<file path="config.mk">
export PLATFORM = sky130hd
export DESIGN_NAME = waveform_minmax_decimator_core
export DESIGN_NICKNAME = d
export VERILOG_FILES = /design/src/design/mmd_pkg.sv /design/src/design/waveform_minmax_decimator_core.sv /design/src/design/mmd_front.sv /design/src/design/mmd_queue.sv /design/src/design/mmd_back.sv
export SDC_FILE = /design/constraint.sdc
export NUM_CORES = 2
export LEC_CHECK = 0
export ABC_AREA = 1
export BUFFER_PORTS_ARGS = -buffer_cell sky130_fd_sc_hd__buf_4
export CAP_MARGIN = 20
export CORE_MARGIN = 3
export CORE_UTILIZATION = 55
export DETAILED_ROUTE_END_ITERATION = 16
export PLACE_DENSITY = 0.72
export SLEW_MARGIN = 10
export SYNTH_ARGS = -nofsm -noshare
export SYNTH_HDL_FRONTEND = slang
export SYNTH_SLANG_ARGS = --single-unit
export TNS_END_PERCENT = 30
</file>
<file path="constraint.sdc">
create_clock -name clk -period 7.22 [get_ports clk]
set_clock_uncertainty 0.15 [all_clocks]
set_input_delay 0.722 -clock clk [delete_from_list [all_inputs] [get_ports clk]]
set_output_delay 0.722 -clock clk [all_outputs]
set_load 0.01 [all_outputs]
</file>
<file path="src/design/mmd_pkg.sv">
package mmd_pkg;

  // Default sizes of the block.
  localparam int MaxChannels = 8;
  localparam int MaxPixels   = 4096;

  // Most results that one input word may cause.
  localparam int MaxResults  = 64;

  // Depth of the queue between the front and the back.
  localparam int QueueDepth  = 4;

  // Fixed field widths.
  localparam int SampleW  = 16;
  localparam int PixelW   = 12;
  localparam int ChannelW = 3;
  localparam int WordW    = 32;
  localparam int AccumW   = 48;
  localparam int FracW    = 16;

  // Running min and max start from the opposite ends of the Q1.15 range.
  localparam logic signed [SampleW-1:0] SampleMax = 16'sh7FFF;
  localparam logic signed [SampleW-1:0] SampleMin = 16'sh8000;

  // Configuration register indexes.
  typedef enum logic [1:0] {
    CFG_FPP      = 2'd0,
    CFG_PIXELS   = 2'd1,
    CFG_CHANNELS = 2'd2,
    CFG_SPAN     = 2'd3
  } mmd_cfg_index_t;

  // Column sequencer states of the back part.
  typedef enum logic [2:0] {
    ST_INIT,
    ST_RUN,
    ST_EMIT,
    ST_REFRESH,
    ST_DECIDE
  } mmd_state_t;

  // View geometry handed from the register bank to the back part.
  typedef struct packed {
    logic [WordW-1:0] fpp;
    logic [WordW-1:0] span;
  } mmd_geom_t;

endpackage

</file>
<file path="src/design/waveform_minmax_decimator_core.sv">
// A word that closes a column passes the queue and the RUN state; its first result is
// registered in EMIT, or in DECIDE for a single-channel column that does not end the view.
// Throughput: one sample per cycle while no column closes and the queue has room; each closed
// column pauses the pops of a four-word queue while one result per channel is emitted.
// Reset (rst, synchronous) restores the default registers and starts the view at frame 0;
// any configuration write also restarts the view and keeps the other register values.
module waveform_minmax_decimator_core import mmd_pkg::*; #(
  parameter int MAX_CHANNELS = MaxChannels,
  parameter int MAX_PIXELS   = MaxPixels
) (
  input  logic                      clk,
  input  logic                      rst,
  input  logic                      in_valid,
  output logic                      in_ready,
  input  logic signed [SampleW-1:0] sample,
  output logic                      out_valid,
  input  logic                      out_ready,
  output logic [PixelW-1:0]         pixel,
  output logic [ChannelW-1:0]       channel,
  output logic signed [SampleW-1:0] low_value,
  output logic signed [SampleW-1:0] high_value,
  output logic                      last,
  output logic                      view_done,
  input  logic                      cfg_write,
  input  logic [1:0]                cfg_index,
  input  logic [WordW-1:0]          cfg_data
);

  localparam int CH_W   = (MAX_CHANNELS > 1) ? $clog2(MAX_CHANNELS) : 1;
  localparam int NCH_W  = $clog2(MAX_CHANNELS + 1);
  localparam int NPX_W  = $clog2(MAX_PIXELS + 1);
  localparam int ITEM_W = SampleW + CH_W + 1;

  // Configuration registers.
  logic [WordW-1:0] frames_per_pixel;
  logic [12:0]      pixel_count;
  logic [3:0]       channel_count;
  logic [WordW-1:0] span_frames;

  logic [NPX_W-1:0]  eff_npx;
  logic [NCH_W-1:0]  eff_nch;
  mmd_geom_t         geom;

  logic              push;
  logic [ITEM_W-1:0] push_item;
  logic              queue_full;
  logic              q_pop;
  logic              q_empty;
  logic [ITEM_W-1:0] q_item;

  always_ff @(posedge clk) begin
    if (rst) begin
      frames_per_pixel <= WordW'(65536);
      pixel_count      <= 13'd1024;
      channel_count    <= 4'd2;
      span_frames      <= WordW'(1024);
    end else if (cfg_write) begin
      case (mmd_cfg_index_t'(cfg_index))
        CFG_FPP:      frames_per_pixel <= cfg_data;
        CFG_PIXELS:   pixel_count      <= cfg_data[12:0];
        CFG_CHANNELS: channel_count    <= cfg_data[3:0];
        CFG_SPAN:     span_frames      <= cfg_data;
        default:      frames_per_pixel <= frames_per_pixel;
      endcase
    end
  end

  // Out-of-range counts are clamped into the supported range.
  always_comb begin
    if (pixel_count == '0) begin
      eff_npx = NPX_W'(1);
    end else if (32'(pixel_count) > MAX_PIXELS) begin
      eff_npx = NPX_W'(MAX_PIXELS);
    end else begin
      eff_npx = NPX_W'(pixel_count);
    end
    if (channel_count == '0) begin
      eff_nch = NCH_W'(1);
    end else if (32'(channel_count) > MAX_CHANNELS) begin
      eff_nch = NCH_W'(MAX_CHANNELS);
    end else begin
      eff_nch = NCH_W'(channel_count);
    end
  end

  assign geom = '{fpp: frames_per_pixel, span: span_frames};

  mmd_front #(
    .MAX_CHANNELS (MAX_CHANNELS)
  ) u_front (
    .clk        (clk),
    .rst        (rst),
    .restart    (cfg_write),
    .in_valid   (in_valid),
    .in_ready   (in_ready),
    .sample     (sample),
    .nch        (eff_nch),
    .queue_full (queue_full),
    .push       (push),
    .push_item  (push_item)
  );

  mmd_queue #(
    .WIDTH (ITEM_W),
    .DEPTH (QueueDepth)
  ) u_queue (
    .clk       (clk),
    .rst       (rst),
    .flush     (cfg_write),
    .push      (push),
    .push_data (push_item),
    .full      (queue_full),
    .pop       (q_pop),
    .pop_data  (q_item),
    .empty     (q_empty)
  );

  mmd_back #(
    .MAX_CHANNELS (MAX_CHANNELS),
    .MAX_PIXELS   (MAX_PIXELS)
  ) u_back (
    .clk        (clk),
    .rst        (rst),
    .restart    (cfg_write),
    .geom       (geom),
    .npx        (eff_npx),
    .nch        (eff_nch),
    .q_empty    (q_empty),
    .q_item     (q_item),
    .q_pop      (q_pop),
    .out_ready  (out_ready),
    .out_valid  (out_valid),
    .pixel      (pixel),
    .channel    (channel),
    .low_value  (low_value),
    .high_value (high_value),
    .last       (last),
    .view_done  (view_done)
  );

endmodule

</file>
<file path="src/design/mmd_front.sv">
module mmd_front import mmd_pkg::*; #(
  parameter int MAX_CHANNELS = MaxChannels
) (
  input  logic                                 clk,
  input  logic                                 rst,
  input  logic                                 restart,
  input  logic                                 in_valid,
  output logic                                 in_ready,
  input  logic signed [SampleW-1:0]            sample,
  input  logic [$clog2(MAX_CHANNELS+1)-1:0]    nch,
  input  logic                                 queue_full,
  output logic                                 push,
  output logic [SampleW+((MAX_CHANNELS > 1) ? $clog2(MAX_CHANNELS) : 1):0] push_item
);

  localparam int CH_W   = (MAX_CHANNELS > 1) ? $clog2(MAX_CHANNELS) : 1;
  localparam int NCH_W  = $clog2(MAX_CHANNELS + 1);
  localparam int CMP_W  = ((CH_W > NCH_W) ? CH_W : NCH_W) + 1;

  logic [CH_W-1:0] ch;
  logic            frame_end;

  // A word is taken whenever the queue has room.
  assign in_ready = !queue_full;
  assign push     = in_valid && in_ready;

  // The word that carries the last channel of a frame closes the frame.
  assign frame_end = (CMP_W'(ch) + CMP_W'(1)) >= CMP_W'(nch);

  assign push_item = {sample, ch, frame_end};

  // Channel counter walks the interleave order.
  always_ff @(posedge clk) begin
    if (rst || restart) begin
      ch <= '0;
    end else if (push) begin
      if (frame_end) begin
        ch <= '0;
      end else begin
        ch <= ch + CH_W'(1);
      end
    end
  end

endmodule

</file>
<file path="src/design/mmd_queue.sv">
module mmd_queue import mmd_pkg::*; #(
  parameter int WIDTH = SampleW,
  parameter int DEPTH = QueueDepth
) (
  input  logic             clk,
  input  logic             rst,
  input  logic             flush,
  input  logic             push,
  input  logic [WIDTH-1:0] push_data,
  output logic             full,
  input  logic             pop,
  output logic [WIDTH-1:0] pop_data,
  output logic             empty
);

  localparam int PTR_W = (DEPTH > 1) ? $clog2(DEPTH) : 1;
  localparam int CNT_W = $clog2(DEPTH + 1);

  logic [WIDTH-1:0] slots [DEPTH];
  logic [PTR_W-1:0] wr_ptr;
  logic [PTR_W-1:0] rd_ptr;
  logic [CNT_W-1:0] count;
  logic             do_push;
  logic             do_pop;

  assign full     = count == CNT_W'(DEPTH);
  assign empty    = count == '0;
  assign do_push  = push && !full;
  assign do_pop   = pop && !empty;
  assign pop_data = slots[rd_ptr];

  // Pointers and fill count.
  always_ff @(posedge clk) begin
    if (rst || flush) begin
      wr_ptr <= '0;
      rd_ptr <= '0;
      count  <= '0;
    end else begin
      if (do_push) begin
        wr_ptr <= (wr_ptr == PTR_W'(DEPTH - 1)) ? '0 : wr_ptr + PTR_W'(1);
      end
      if (do_pop) begin
        rd_ptr <= (rd_ptr == PTR_W'(DEPTH - 1)) ? '0 : rd_ptr + PTR_W'(1);
      end
      if (do_push && !do_pop) begin
        count <= count + CNT_W'(1);
      end else if (do_pop && !do_push) begin
        count <= count - CNT_W'(1);
      end
    end
  end

  // Storage needs no reset.
  always_ff @(posedge clk) begin
    if (do_push) begin
      slots[wr_ptr] <= push_data;
    end
  end

endmodule

</file>
<file path="src/design/mmd_back.sv">
module mmd_back import mmd_pkg::*; #(
  parameter int MAX_CHANNELS = MaxChannels,
  parameter int MAX_PIXELS   = MaxPixels
) (
  input  logic                                 clk,
  input  logic                                 rst,
  input  logic                                 restart,
  input  mmd_geom_t                            geom,
  input  logic [$clog2(MAX_PIXELS+1)-1:0]      npx,
  input  logic [$clog2(MAX_CHANNELS+1)-1:0]    nch,
  input  logic                                 q_empty,
  input  logic [SampleW+((MAX_CHANNELS > 1) ? $clog2(MAX_CHANNELS) : 1):0] q_item,
  output logic                                 q_pop,
  input  logic                                 out_ready,
  output logic                                 out_valid,
  output logic [PixelW-1:0]                    pixel,
  output logic [ChannelW-1:0]                  channel,
  output logic signed [SampleW-1:0]            low_value,
  output logic signed [SampleW-1:0]            high_value,
  output logic                                 last,
  output logic                                 view_done
);

  localparam int CH_W   = (MAX_CHANNELS > 1) ? $clog2(MAX_CHANNELS) : 1;
  localparam int NCH_W  = $clog2(MAX_CHANNELS + 1);
  localparam int CMP_W  = ((CH_W > NCH_W) ? CH_W : NCH_W) + 1;
  localparam int COL_W  = $clog2(MAX_PIXELS);
  localparam int NPX_W  = $clog2(MAX_PIXELS + 1);
  localparam int FC_W   = ((COL_W > NPX_W) ? COL_W : NPX_W) + 1;
  localparam int RES_W  = $clog2(MaxResults + 1);

  mmd_state_t state;
  mmd_state_t state_next;

  // Unpacked queue word.
  logic signed [SampleW-1:0] it_sample;
  logic [CH_W-1:0]           it_ch;
  logic                      it_fe;

  // Per-channel lanes of the open column.
  logic signed [SampleW-1:0] lane_min [MAX_CHANNELS];
  logic signed [SampleW-1:0] lane_max [MAX_CHANNELS];

  // Column state.
  logic [AccumW-1:0] accum;
  logic [COL_W-1:0]  col_idx;
  logic [WordW-1:0]  frame_idx;
  logic [WordW-1:0]  col_start;
  logic [WordW-1:0]  col_endb;
  logic [WordW-1:0]  col_close_m1;
  logic [CH_W-1:0]   emit_ch;
  logic [RES_W-1:0]  res_count;

  // Last result of a column waits here until the next column is judged.
  logic [COL_W-1:0]          hold_pixel;
  logic [CH_W-1:0]           hold_ch;
  logic signed [SampleW-1:0] hold_low;
  logic signed [SampleW-1:0] hold_high;

  // Control strobes.
  logic do_update;
  logic start_emit;
  logic next_ch;
  logic emit_out;
  logic emit_last;
  logic hold_load;
  logic advance;
  logic restart_view;
  logic refresh;
  logic frame_step;
  logic release_hold;
  logic release_last;
  logic chan_zero;

  // Derived values.
  logic                      out_free;
  logic                      final_col;
  logic                      last_emit;
  logic                      f_close;
  logic                      room;
  logic [RES_W:0]            res_sum;
  logic [WordW-1:0]          frame_inc;
  logic [AccumW-1:0]         acc_src;
  logic [WordW-1:0]          bound_raw;
  logic [WordW-1:0]          endb_new;
  logic [WordW-1:0]          close_new;
  logic signed [SampleW-1:0] sel_min;
  logic signed [SampleW-1:0] sel_max;

  assign it_sample = q_item[SampleW+CH_W -: SampleW];
  assign it_ch     = q_item[CH_W:1];
  assign it_fe     = q_item[0];

  assign out_free  = !out_valid || out_ready;
  assign final_col = (FC_W'(col_idx) + FC_W'(1)) >= FC_W'(npx);
  assign last_emit = (CMP_W'(emit_ch) + CMP_W'(1)) >= CMP_W'(nch);

  // The open column ends with the current frame once its last frame is reached.
  assign f_close   = col_close_m1 <= frame_idx;
  assign frame_inc = (frame_idx == '1) ? frame_idx : frame_idx + WordW'(1);

  // Another column fits only if its results stay within the per-word budget.
  assign res_sum = (RES_W+1)'(res_count) + (RES_W+1)'(nch);
  assign room    = res_sum <= (RES_W+1)'(MaxResults);

  assign sel_min = lane_min[emit_ch];
  assign sel_max = lane_max[emit_ch];

  // End boundary of the open column, and its last frame after widening.
  always_comb begin
    acc_src   = (state == ST_INIT) ? AccumW'(geom.fpp) : accum;
    bound_raw = acc_src[AccumW-1:FracW];
    if (final_col || (bound_raw > geom.span)) begin
      endb_new = geom.span;
    end else begin
      endb_new = bound_raw;
    end
    if (endb_new > col_start) begin
      close_new = endb_new - WordW'(1);
    end else begin
      close_new = col_start;
    end
  end

  // Next state and strobes of the column sequencer.
  always_comb begin
    state_next   = state;
    q_pop        = 1'b0;
    do_update    = 1'b0;
    start_emit   = 1'b0;
    next_ch      = 1'b0;
    emit_out     = 1'b0;
    emit_last    = 1'b0;
    hold_load    = 1'b0;
    advance      = 1'b0;
    restart_view = 1'b0;
    refresh      = 1'b0;
    frame_step   = 1'b0;
    release_hold = 1'b0;
    release_last = 1'b0;
    chan_zero    = 1'b0;
    case (state)
      ST_INIT: begin
        refresh    = 1'b1;
        state_next = ST_RUN;
      end
      ST_RUN: begin
        if (!q_empty) begin
          q_pop     = 1'b1;
          do_update = 1'b1;
          if (it_fe) begin
            if (f_close) begin
              start_emit = 1'b1;
              state_next = ST_EMIT;
            end else begin
              frame_step = 1'b1;
            end
          end
        end
      end
      ST_EMIT: begin
        if (last_emit && !final_col) begin
          hold_load  = 1'b1;
          advance    = 1'b1;
          state_next = ST_REFRESH;
        end else if (out_free) begin
          emit_out = 1'b1;
          if (last_emit) begin
            emit_last    = 1'b1;
            restart_view = 1'b1;
            state_next   = ST_INIT;
          end else begin
            next_ch = 1'b1;
          end
        end
      end
      ST_REFRESH: begin
        refresh    = 1'b1;
        state_next = ST_DECIDE;
      end
      ST_DECIDE: begin
        if (out_free) begin
          release_hold = 1'b1;
          if (f_close && room) begin
            chan_zero  = 1'b1;
            state_next = ST_EMIT;
          end else begin
            release_last = 1'b1;
            frame_step   = 1'b1;
            state_next   = ST_RUN;
          end
        end
      end
      default: begin
        state_next = ST_INIT;
      end
    endcase
    if (restart) begin
      state_next = ST_INIT;
    end
  end

  // State register.
  always_ff @(posedge clk) begin
    if (rst) begin
      state <= ST_INIT;
    end else begin
      state <= state_next;
    end
  end

  // Column bookkeeping.
  always_ff @(posedge clk) begin
    if (rst || restart || restart_view) begin
      col_idx   <= '0;
      frame_idx <= '0;
      col_start <= '0;
      emit_ch   <= '0;
      res_count <= '0;
    end else begin
      if (frame_step) begin
        frame_idx <= frame_inc;
      end
      if (advance) begin
        col_start <= col_endb;
        col_idx   <= col_idx + COL_W'(1);
      end
      if (start_emit || chan_zero) begin
        emit_ch <= '0;
      end else if (next_ch) begin
        emit_ch <= emit_ch + CH_W'(1);
      end
      if (start_emit) begin
        res_count <= '0;
      end else if (emit_out || hold_load) begin
        res_count <= res_count + RES_W'(1);
      end
    end
  end

  // Boundary accumulator and the registered boundaries of the open column.
  always_ff @(posedge clk) begin
    if (refresh) begin
      col_endb     <= endb_new;
      col_close_m1 <= close_new;
      if (state == ST_INIT) begin
        accum <= acc_src;
      end
    end
    if (advance) begin
      accum <= accum + AccumW'(geom.fpp);
    end
  end

  // Min and max lanes: each lane watches its own channel.
  always_ff @(posedge clk) begin
    for (int i = 0; i < MAX_CHANNELS; i++) begin
      if (rst || restart || restart_view || (advance && (col_endb > frame_idx))) begin
        lane_min[i] <= SampleMax;
        lane_max[i] <= SampleMin;
      end else if (do_update && (it_ch == CH_W'(i))) begin
        if (it_sample < lane_min[i]) begin
          lane_min[i] <= it_sample;
        end
        if (it_sample > lane_max[i]) begin
          lane_max[i] <= it_sample;
        end
      end
    end
  end

  // Held last word of a column.
  always_ff @(posedge clk) begin
    if (hold_load) begin
      hold_pixel <= col_idx;
      hold_ch    <= emit_ch;
      hold_low   <= sel_min;
      hold_high  <= sel_max;
    end
  end

  // Output register.
  always_ff @(posedge clk) begin
    if (rst) begin
      out_valid <= 1'b0;
    end else if (emit_out || release_hold) begin
      out_valid <= 1'b1;
    end else if (out_ready) begin
      out_valid <= 1'b0;
    end
  end

  always_ff @(posedge clk) begin
    if (emit_out) begin
      pixel      <= PixelW'(col_idx);
      channel    <= ChannelW'(emit_ch);
      low_value  <= sel_min;
      high_value <= sel_max;
      last       <= emit_last;
      view_done  <= final_col;
    end else if (release_hold) begin
      pixel      <= PixelW'(hold_pixel);
      channel    <= ChannelW'(hold_ch);
      low_value  <= hold_low;
      high_value <= hold_high;
      last       <= release_last;
      view_done  <= 1'b0;
    end
  end

  // The decision state is only reached right after a boundary refresh.
  a_decide_after_refresh: assert property (@(posedge clk) disable iff (rst)
    (state == ST_DECIDE) |-> ($past(state) == ST_REFRESH || $past(state) == ST_DECIDE))
    else $error("decide state entered without a boundary refresh");

  // Results of one word never exceed the budget.
  a_result_budget: assert property (@(posedge clk) disable iff (rst)
    res_count <= RES_W'(MaxResults))
    else $error("result budget exceeded");

  // A widened column always ends at or after its start frame.
  a_close_after_start: assert property (@(posedge clk) disable iff (rst)
    (state == ST_RUN) |-> (col_close_m1 >= col_start))
    else $error("column closes before its start frame");

  // The final word of the view is marked both last and view done.
  a_view_end_marks: assert property (@(posedge clk) disable iff (rst || restart)
    (emit_out && emit_last) |=> (out_valid && last && view_done && col_idx == '0))
    else $error("view end not marked on the output");

  // A held word released as not last is always followed by another column.
  a_release_continues: assert property (@(posedge clk) disable iff (rst || restart)
    (release_hold && !release_last) |=> (state == ST_EMIT && emit_ch == '0))
    else $error("released word not followed by a column");

endmodule

</file>
## Yosys cells after proc, flatten, opt, wreduce, memory -nomap -nowiden

Memories as Yosys holds them, arrays and structs flattened. A register that Yosys moved wholly into a read port is not among the register bits.
Index checks and enable logic that the tools add are counted.

| word-level totals | value |
|---|---|
| bits in registers | 389 |
| RAM bits | 336 |
| memories | 3 |

Memories:

| name | words | width | rd ports | clocked after Yosys merged registers in | write ports | RTL line | source |
|---|---|---|---|---|---|---|---|
| u_back.lane_max | 8 | 16 | 9 | 1 | 8 | mmd_back.sv:42 | `logic signed [SampleW-1:0] lane_max [MAX_CHANNELS];` |
| u_back.lane_min | 8 | 16 | 9 | 1 | 8 | mmd_back.sv:41 | `logic signed [SampleW-1:0] lane_min [MAX_CHANNELS];` |
| u_queue.slots | 4 | 20 | 1 | 1 | 1 | mmd_queue.sv:19 | `logic [WIDTH-1:0] slots [DEPTH];` |

| operators by class | value |
|---|---|
| add/sub/neg operators | 15 |
| order comparisons | 26 |
| eq/ne operators | 24 |
| muxes and demuxes | 159 |
| bitwise gates (word level) | 17 |
| reductions and logical operators | 52 |

Operators with widths:

| kind | number |
|---|---|
| 16-bit 2-to-1 mux | 20 |
| 48-bit 2-to-1 mux | 4 |
| 16-bit > comparator | 8 |
| 16-bit < comparator | 8 |
| 1-bit 2-to-1 mux | 104 |
| 32-bit > comparator | 3 |
| 32-bit 2-to-1 mux | 2 |
| 48-bit by 32-bit adder with 48-bit output | 1 |
| 3-bit 2-to-1 mux | 16 |
| 32-bit by 1-bit adder with 32-bit output, second input constant | 1 |
| 32-bit == test, second input constant | 1 |
| 32-bit <= comparator | 1 |
| 32-bit by 1-bit subtractor with 32-bit output, second input constant | 1 |
| 13-bit 2-to-1 mux | 2 |
| 12-bit 2-to-1 mux | 2 |
| 3-bit == test, second input constant | 6 |
| 1-bit logical AND | 16 |
| 1-bit OR | 16 |
| 3-bit one-hot mux with 5 select lines | 1 |
| 14-bit by 13-bit greater-or-equal comparator with 1-bit output | 1 |
| 12-bit by 1-bit adder with 13-bit output, second input constant | 1 |
| 13-bit > comparator, second input constant | 1 |
| 13-bit zero test | 1 |
| 12-bit by 1-bit adder with 12-bit output, second input constant | 1 |
| other kinds (29) | 75 |

## Logic depth before layout (Yosys ltp)

| logic depth | value |
|---|---|
| depth in word-level cells | 13 |
| depth in mapped cells | 40 |
| gate-level depth less buffers | 36 |

## Hierarchy

A second synthesis with hierarchy kept.

| unflattened totals | value |
|---|---|
| cell total of the unflattened synthesis | 5204 |
| area total of the unflattened synthesis | 44042.2 um^2 |

Modules (own cells, without submodules):

| module | times used | cells each | area an instance (um^2) | seq. area each (um^2) |
|---|---|---|---|---|
| mmd_back | 1 | 4482 | 37173.2 | 15795.1 |
| mmd_queue | 1 | 265 | 3445.8 | 2582.5 |
| waveform_minmax_decimator_core | 1 | 395 | 3004.1 | 1621.6 |
| mmd_front | 1 | 62 | 419.2 | 60.1 |

## Worst setup path before layout

No wires, ideal clock.

| timing path | value |
|---|---|
| path kind | register to register |
| from | reg u_back.col_idx[0] |
| to | reg u_back.channel[0] (enable) |
| setup time | 0.870 ns |
| arrival time | 4.082 ns |
| setup slack | 2.118 ns |
| stages on the path, launching flop included | 17 |
| clock period less this slack | 5.102 ns |
| path through | dfxtp_1 > inv_1 > nor3_1 > nand3_1 > nor2_1 > nand4_1 > nor3_1 > xor2_1 > ha_1 > a21oi_1 > nor2_1 > nor2_1 > nand3_1 > nor2_2 > nand2_1 > nand2_1 > o21ai_0 |

| between the ends | value |
|---|---|
| longest elaborated chain between the ends | 7 |

Ends and longest elaborated chain:

| element | RTL line | source |
|---|---|---|
| start: declaration | mmd_back.sv:46 | `logic [COL_W-1:0] col_idx;` |
| start signal: assignment | mmd_back.sv:226 | `col_idx <= col_idx + COL_W'(1);` |
| 12-bit by 1-bit adder with 13-bit output | mmd_back.sv:95 | `assign final_col = (FC_W'(col_idx) + FC_W'(1)) >= FC_W'(npx);` |
| 14-bit by 13-bit greater-or-equal comparator with 1-bit output | mmd_back.sv:95 |  |
| 1-bit zero test | mmd_back.sv:162 | `if (last_emit && !final_col) begin` |
| 1-bit logical AND | mmd_back.sv:162 |  |
| 1-bit 2-to-1 mux | mmd_back.sv:162 |  |
| 1-bit 2-to-1 mux | mmd_back.sv:142 | `case (state)` |
| 2-bit nonzero test (no source line) | - |  |
| end signal: assignment | mmd_back.sv:296 | `channel <= ChannelW'(emit_ch);` |
| end signal: assignment | mmd_back.sv:303 | `channel <= ChannelW'(hold_ch);` |
| end: declaration | mmd_back.sv:17 | `output logic [ChannelW-1:0] channel,` |

No other way between the ends.
A chain may end at the register's enable or synchronous reset.

## Worst setup path after layout

| timing path | value |
|---|---|
| from | reg u_back.col_idx[0] |
| to | reg u_back.col_close_m1[6], data pin |

| between the ends | value |
|---|---|
| longest elaborated chain between the ends | 6 |
| elaborated cells on any way between the ends | 7 |
| classes of those cells | add/sub (2); order compare (2); mux (2); reduce/logical (1) |

Ends and longest elaborated chain:

| element | RTL line | source |
|---|---|---|
| 12-bit by 1-bit adder with 13-bit output | mmd_back.sv:95 |  |
| 14-bit by 13-bit greater-or-equal comparator with 1-bit output | mmd_back.sv:95 |  |
| 1-bit logical OR | mmd_back.sv:113 | `if (final_col \|\| (bound_raw > geom.span)) begin` |
| 32-bit 2-to-1 mux | mmd_back.sv:113 |  |
| via u_back.endb_new[26] | mmd_back.sv:85 | `logic [WordW-1:0] endb_new;` |
| 32-bit > comparator | mmd_back.sv:118 | `if (endb_new > col_start) begin` |
| 32-bit 2-to-1 mux | mmd_back.sv:118 |  |
| via u_back.close_new[6] | mmd_back.sv:86 | `logic [WordW-1:0] close_new;` |
| end signal: assignment | mmd_back.sv:245 | `col_close_m1 <= close_new;` |
| end: declaration | mmd_back.sv:50 | `logic [WordW-1:0] col_close_m1;` |

The timed path passes the listed nets, and every way through them passes these cells.

==> Flow_metrics.wiki <==
{| class="wikitable"
! Metric !! Value
|-
| Run status || completed
|-
| Max-Slew Margin vs Limit || 0.279
|-
| Hold Vio Cnt, Final || 0
|-
| Most frequent standard cell in the layout excluding fill and tap cells || sky130_fd_sc_hd__nand2_1
|-
| Clock insertion delay at the later pin of the skew report || ~0.63 ns
|-
| Via Count || roughly 35000
|-
| Antenna-violating nets left || 0
|-
| Post-detailed-routing wire length || 115000 µm
|-
| Most Frequent Cell on Critical Path || sky130_fd_sc_hd__nand2_1
|-
| Setup TNS || 0 ns
|-
| Total of buffers placed on input and output ports || 105
|-
| Die outline area || 82100 µm²
|-
| Count of state elements after synthesis || 730
|-
| Root cell of the clock tree || sky130_fd_sc_hd__clkbuf_16
|-
| DRT met1 WL || 51100 µm
|-
| Drt initial violations || 3125
|-
| Initial antenna violation count || 1
|-
| Routed vias/inst || 5.69
|-
| Synthesized netlist net count || 5489
|-
| Number of sinks handled by clock tree synthesis || 730
|-
| Buffers plus inverters on the worst setup path || 2
|-
| Post-CTS setup buffer count || 0
|-
| Starting Density || 0.557
|-
| Yosys cell types || 62
|-
| Final setup violation count || 0
|-
| Worst path required time || 7.44 ns
|-
| Register area share after synthesis || 0.463
|-
| Commonest cells after routing, fill and taps aside || sky130_fd_sc_hd__nand2_1, sky130_fd_sc_hd__inv_1, sky130_fd_sc_hd__edfxtp_1
|-
| Count of unresolved DRC violations after routing || 0
|-
| DP Area || 45100 µm²
|-
| Post-layout net count || about 5500
|-
| Maximum vdd ir drop || 0.192 mV
|-
| Fin area || around 48000 µm²
|-
| Standard cell with the maximum stage delay on the critical path || sky130_fd_sc_hd__nand2_2
|-
| Row Count || 102
|-
| CTS resizes || 0
|-
| Critical Path End Type || flip-flop
|-
| Number of global-route vias before repair || 32900
|-
| R2r setup slk || 0.57 ns
|-
| Number of cells on the critical path || 25
|-
| Power Dens Cells || 248 nW/µm²
|-
| Crit Reg-Reg Endpoint || u_back.col_close_m1[6]$_DFFE_PP_
|-
| Met3 wire length || approximately 8000 µm
|-
| Launching element type of the critical path || flip-flop
|-
| Max incr delay on CP || 0.52 ns
|-
| Number of H-tree branching levels || 3
|-
| Area grow syn2layout || 10.3%
|-
| Post-route total power || 11.8 mW
|-
| Max layer used || met4
|-
| Peak clock frequency supported by timing || approximately 150 MHz
|-
| Gr usage total || 0.278
|-
| RSZ-0062 raised after global routing || false
|-
| Minimum clock period after layout || 6.65 ns
|-
| Worst hold slack || approximately 0.15 ns
|-
| Estimated wirelength of the detail-placed design || around 83000 µm
|-
| Number of buffers added by the clock tree synthesis step || 79
|-
| End of the critical path || u_back.col_close_m1[6]$_DFFE_PP_
|-
| Height of the chip || 287 µm
|-
| Async set-reset flop share out of synthesis || 0
|-
| Number of standard cells in the final layout excluding fillers || slightly above 6000
|-
| Routability congestion estimate || 0.942
|-
| Pin count of the biggest net entering global routing || between 90 and 100
|-
| Transition time at the pin with the least slew margin || 1.07 ns
|-
| Hold Crit Class || primary input to flip-flop
|-
| Worst reg2reg path startpoint || u_back.col_idx[0]$_SDFFE_PP0P_
|-
| Die extent in x || about 290 µm
|-
| Final worst path period share || 0.921
|-
| Number of detailed-routing iterations run before antenna repair || 7
|-
| Buffers from clock root to sink, at most || 3
|-
| Layout cell share with drive strength beyond 1 || 0.0698
|-
| Synthesized instance count || 4987
|-
| Remaining global-route overflow || 0
|-
| Utilization after layout || 0.614
|-
| Inst Count DP || 5994
|-
| Synthesized area || approximately 43000 µm²
|-
| Number of top-level design ports || 106
|-
| Met2 WL post-DR || 52300 µm
|-
| CP Launch Point || u_back.col_idx[0]$_SDFFE_PP0P_
|-
| Critical path type || flip-flop to flip-flop
|-
| Crit path setup slack, layout || 0.571 ns
|-
| Clock Pin Slew Worst Setup and Hold Paths || approximately 0.06 ns
|-
| Number of buffers inserted by hold repair at cts || 0
|-
| Worst Path Max Fanout || 64
|-
| Floorplan Core Area || 77700 µm²
|-
| First-pass GRT wire length || 180000 µm
|-
| Number of max-slew violations in the final report || 0
|-
| Most instantiated flip-flop cell in the synthesis netlist || sky130_fd_sc_hd__edfxtp_1
|-
| Crit path arrival time || 6.87 ns
|-
| LEAKAGE || about 20 nW
|-
| Number of warning messages in the yosys log || 0
|-
| Largest delay share family, worst path || simple AND/OR/NAND/NOR gates
|-
| Number of flops mapped to enable cells by yosys || 544
|-
| MaxCap Viol Count || 0
|-
| Average routed wire per standard cell || 18.8 µm
|-
| Mean instance size in the synthesized netlist || 8.68 µm²
|-
| Worst setup timing slack at the placement stage || 0.396 ns
|-
| TritonCTS clock tree || built
|-
| Cells on worst reg2reg path || 25
|}
## cell usage after synthesis, types with 3 or more instances
master                        n  area (µm²)
sky130_fd_sc_hd__xnor2_1     17         149
sky130_fd_sc_hd__a31oi_1     46         288
sky130_fd_sc_hd__nor3_1      65         325
sky130_fd_sc_hd__o22ai_1      3        18.8
sky130_fd_sc_hd__a21oi_1    438        2190
sky130_fd_sc_hd__nor2_1     485        1820
sky130_fd_sc_hd__buf_6        6        67.6
sky130_fd_sc_hd__a22o_1       9        78.8
sky130_fd_sc_hd__o21ai_1     31         155
sky130_fd_sc_hd__o21a_1      14         105
sky130_fd_sc_hd__o211ai_1    21         158
sky130_fd_sc_hd__buf_4        3        22.5
sky130_fd_sc_hd__nor2_2      13        81.3
sky130_fd_sc_hd__nor3_2       4        40.0
sky130_fd_sc_hd__o21ai_0    316        1580
sky130_fd_sc_hd__buf_1       25        93.8
sky130_fd_sc_hd__nor4_1      24         150
sky130_fd_sc_hd__a32oi_1     19         166
sky130_fd_sc_hd__and3_1       3        18.8
sky130_fd_sc_hd__o21bai_1     7        52.6
sky130_fd_sc_hd__a21o_1       8        60.1
sky130_fd_sc_hd__nand3_1    188         941
sky130_fd_sc_hd__edfxtp_1   544       16300
sky130_fd_sc_hd__clkinv_1     3        11.3
sky130_fd_sc_hd__nand2_1    953        3580
sky130_fd_sc_hd__nand2_2      7        43.8
sky130_fd_sc_hd__clkbuf_1   139         522
sky130_fd_sc_hd__o2111ai_1    7        61.3
sky130_fd_sc_hd__buf_2       19        95.1
sky130_fd_sc_hd__o21ai_2     11        96.3
sky130_fd_sc_hd__dfxtp_1    186        3720
sky130_fd_sc_hd__xor2_1      83         727
sky130_fd_sc_hd__nand4_1     64         400
sky130_fd_sc_hd__or3_1        3        18.8
sky130_fd_sc_hd__fa_1         3        60.1
sky130_fd_sc_hd__o221ai_1     6        52.6
sky130_fd_sc_hd__or2_2        5        31.3
sky130_fd_sc_hd__a2111oi_0    3        26.3
sky130_fd_sc_hd__ha_1       444        5560
sky130_fd_sc_hd__inv_2        8        30.0
sky130_fd_sc_hd__a221oi_1    34         298
sky130_fd_sc_hd__a211oi_1    54         405
sky130_fd_sc_hd__nor3b_1      4        30.0
sky130_fd_sc_hd__inv_1      637        2390
sky130_fd_sc_hd__nand3b_1     5        37.5
## area by class of cell
class | instances | area [µm²]
multi-input combinational | 3417 | 20200
clock inverter | 32 | 360
clock buffer | 111 | 2190
antenna | 1 | 2.50
fill | 6586 | 30000
timing repair buffer | 162 | 1240
inverter | 648 | 2430
sequential | 730 | 20100
tap | 1040 | 1300
## state kept, by name, summed over array words and instances, names as in the netlist, 32 cells and up, named ones only
name	count
u_back.frame_idx	32
u_back.accum	48
u_back.col_close_m1	32
u_back.lane_min	128
u_back.col_start	32
frames_per_pixel	32
u_back.lane_max	128
span_frames	32
u_queue.slots	80
u_back.col_endb	32
## kinds of logic after synthesis
kind of cell | share of synthesized area
compound gates | 0.137
fa+ha+maj | 0.130
simple gates | 0.175
flops | 0.463
xor+xnor | 0.0202
buf+inv | 0.0747
## worst min-delay path by stage
stage | from | end | slack (ns) | cells after the start
detailed placement | u_back.col_idx[10]$_SDFFE_PP0P_ | u_back.hold_pixel[10]$_DFFE_PP_ | 0.28 | 0
finish | sample[11] | u_queue.slots[0][15]$_DFFE_PP_ | 0.15 | 1
global route | sample[11] | u_queue.slots[1][15]$_DFFE_PP_ | 0.13 | 1
CTS | sample[11] | u_queue.slots[0][15]$_DFFE_PP_ | 0.12 | 1
floorplan | u_back.col_idx[10]$_SDFFE_PP0P_ | u_back.hold_pixel[10]$_DFFE_PP_ | 0.26 | 0
global placement | u_back.col_idx[10]$_SDFFE_PP0P_ | u_back.hold_pixel[10]$_DFFE_PP_ | 0.27 | 0
## layer usage
layer / global-route usage / vias up
met1: 0.390 / 16300
li1: - / 17200
met5: 0 / -
met2: 0.442 / 1254
met4: 0.0974 / 0
met3: 0.0380 / 224
## power by group
group	internal [mW]	switching, mW	leakage (nW)
Clock	2.34	1.69	1.24
Combinational	0.893	1.87	12.5
Sequential	4.85	0.176	6.80
Total	8.09	3.73	20.5
Power figures use the tool's default switching activity.
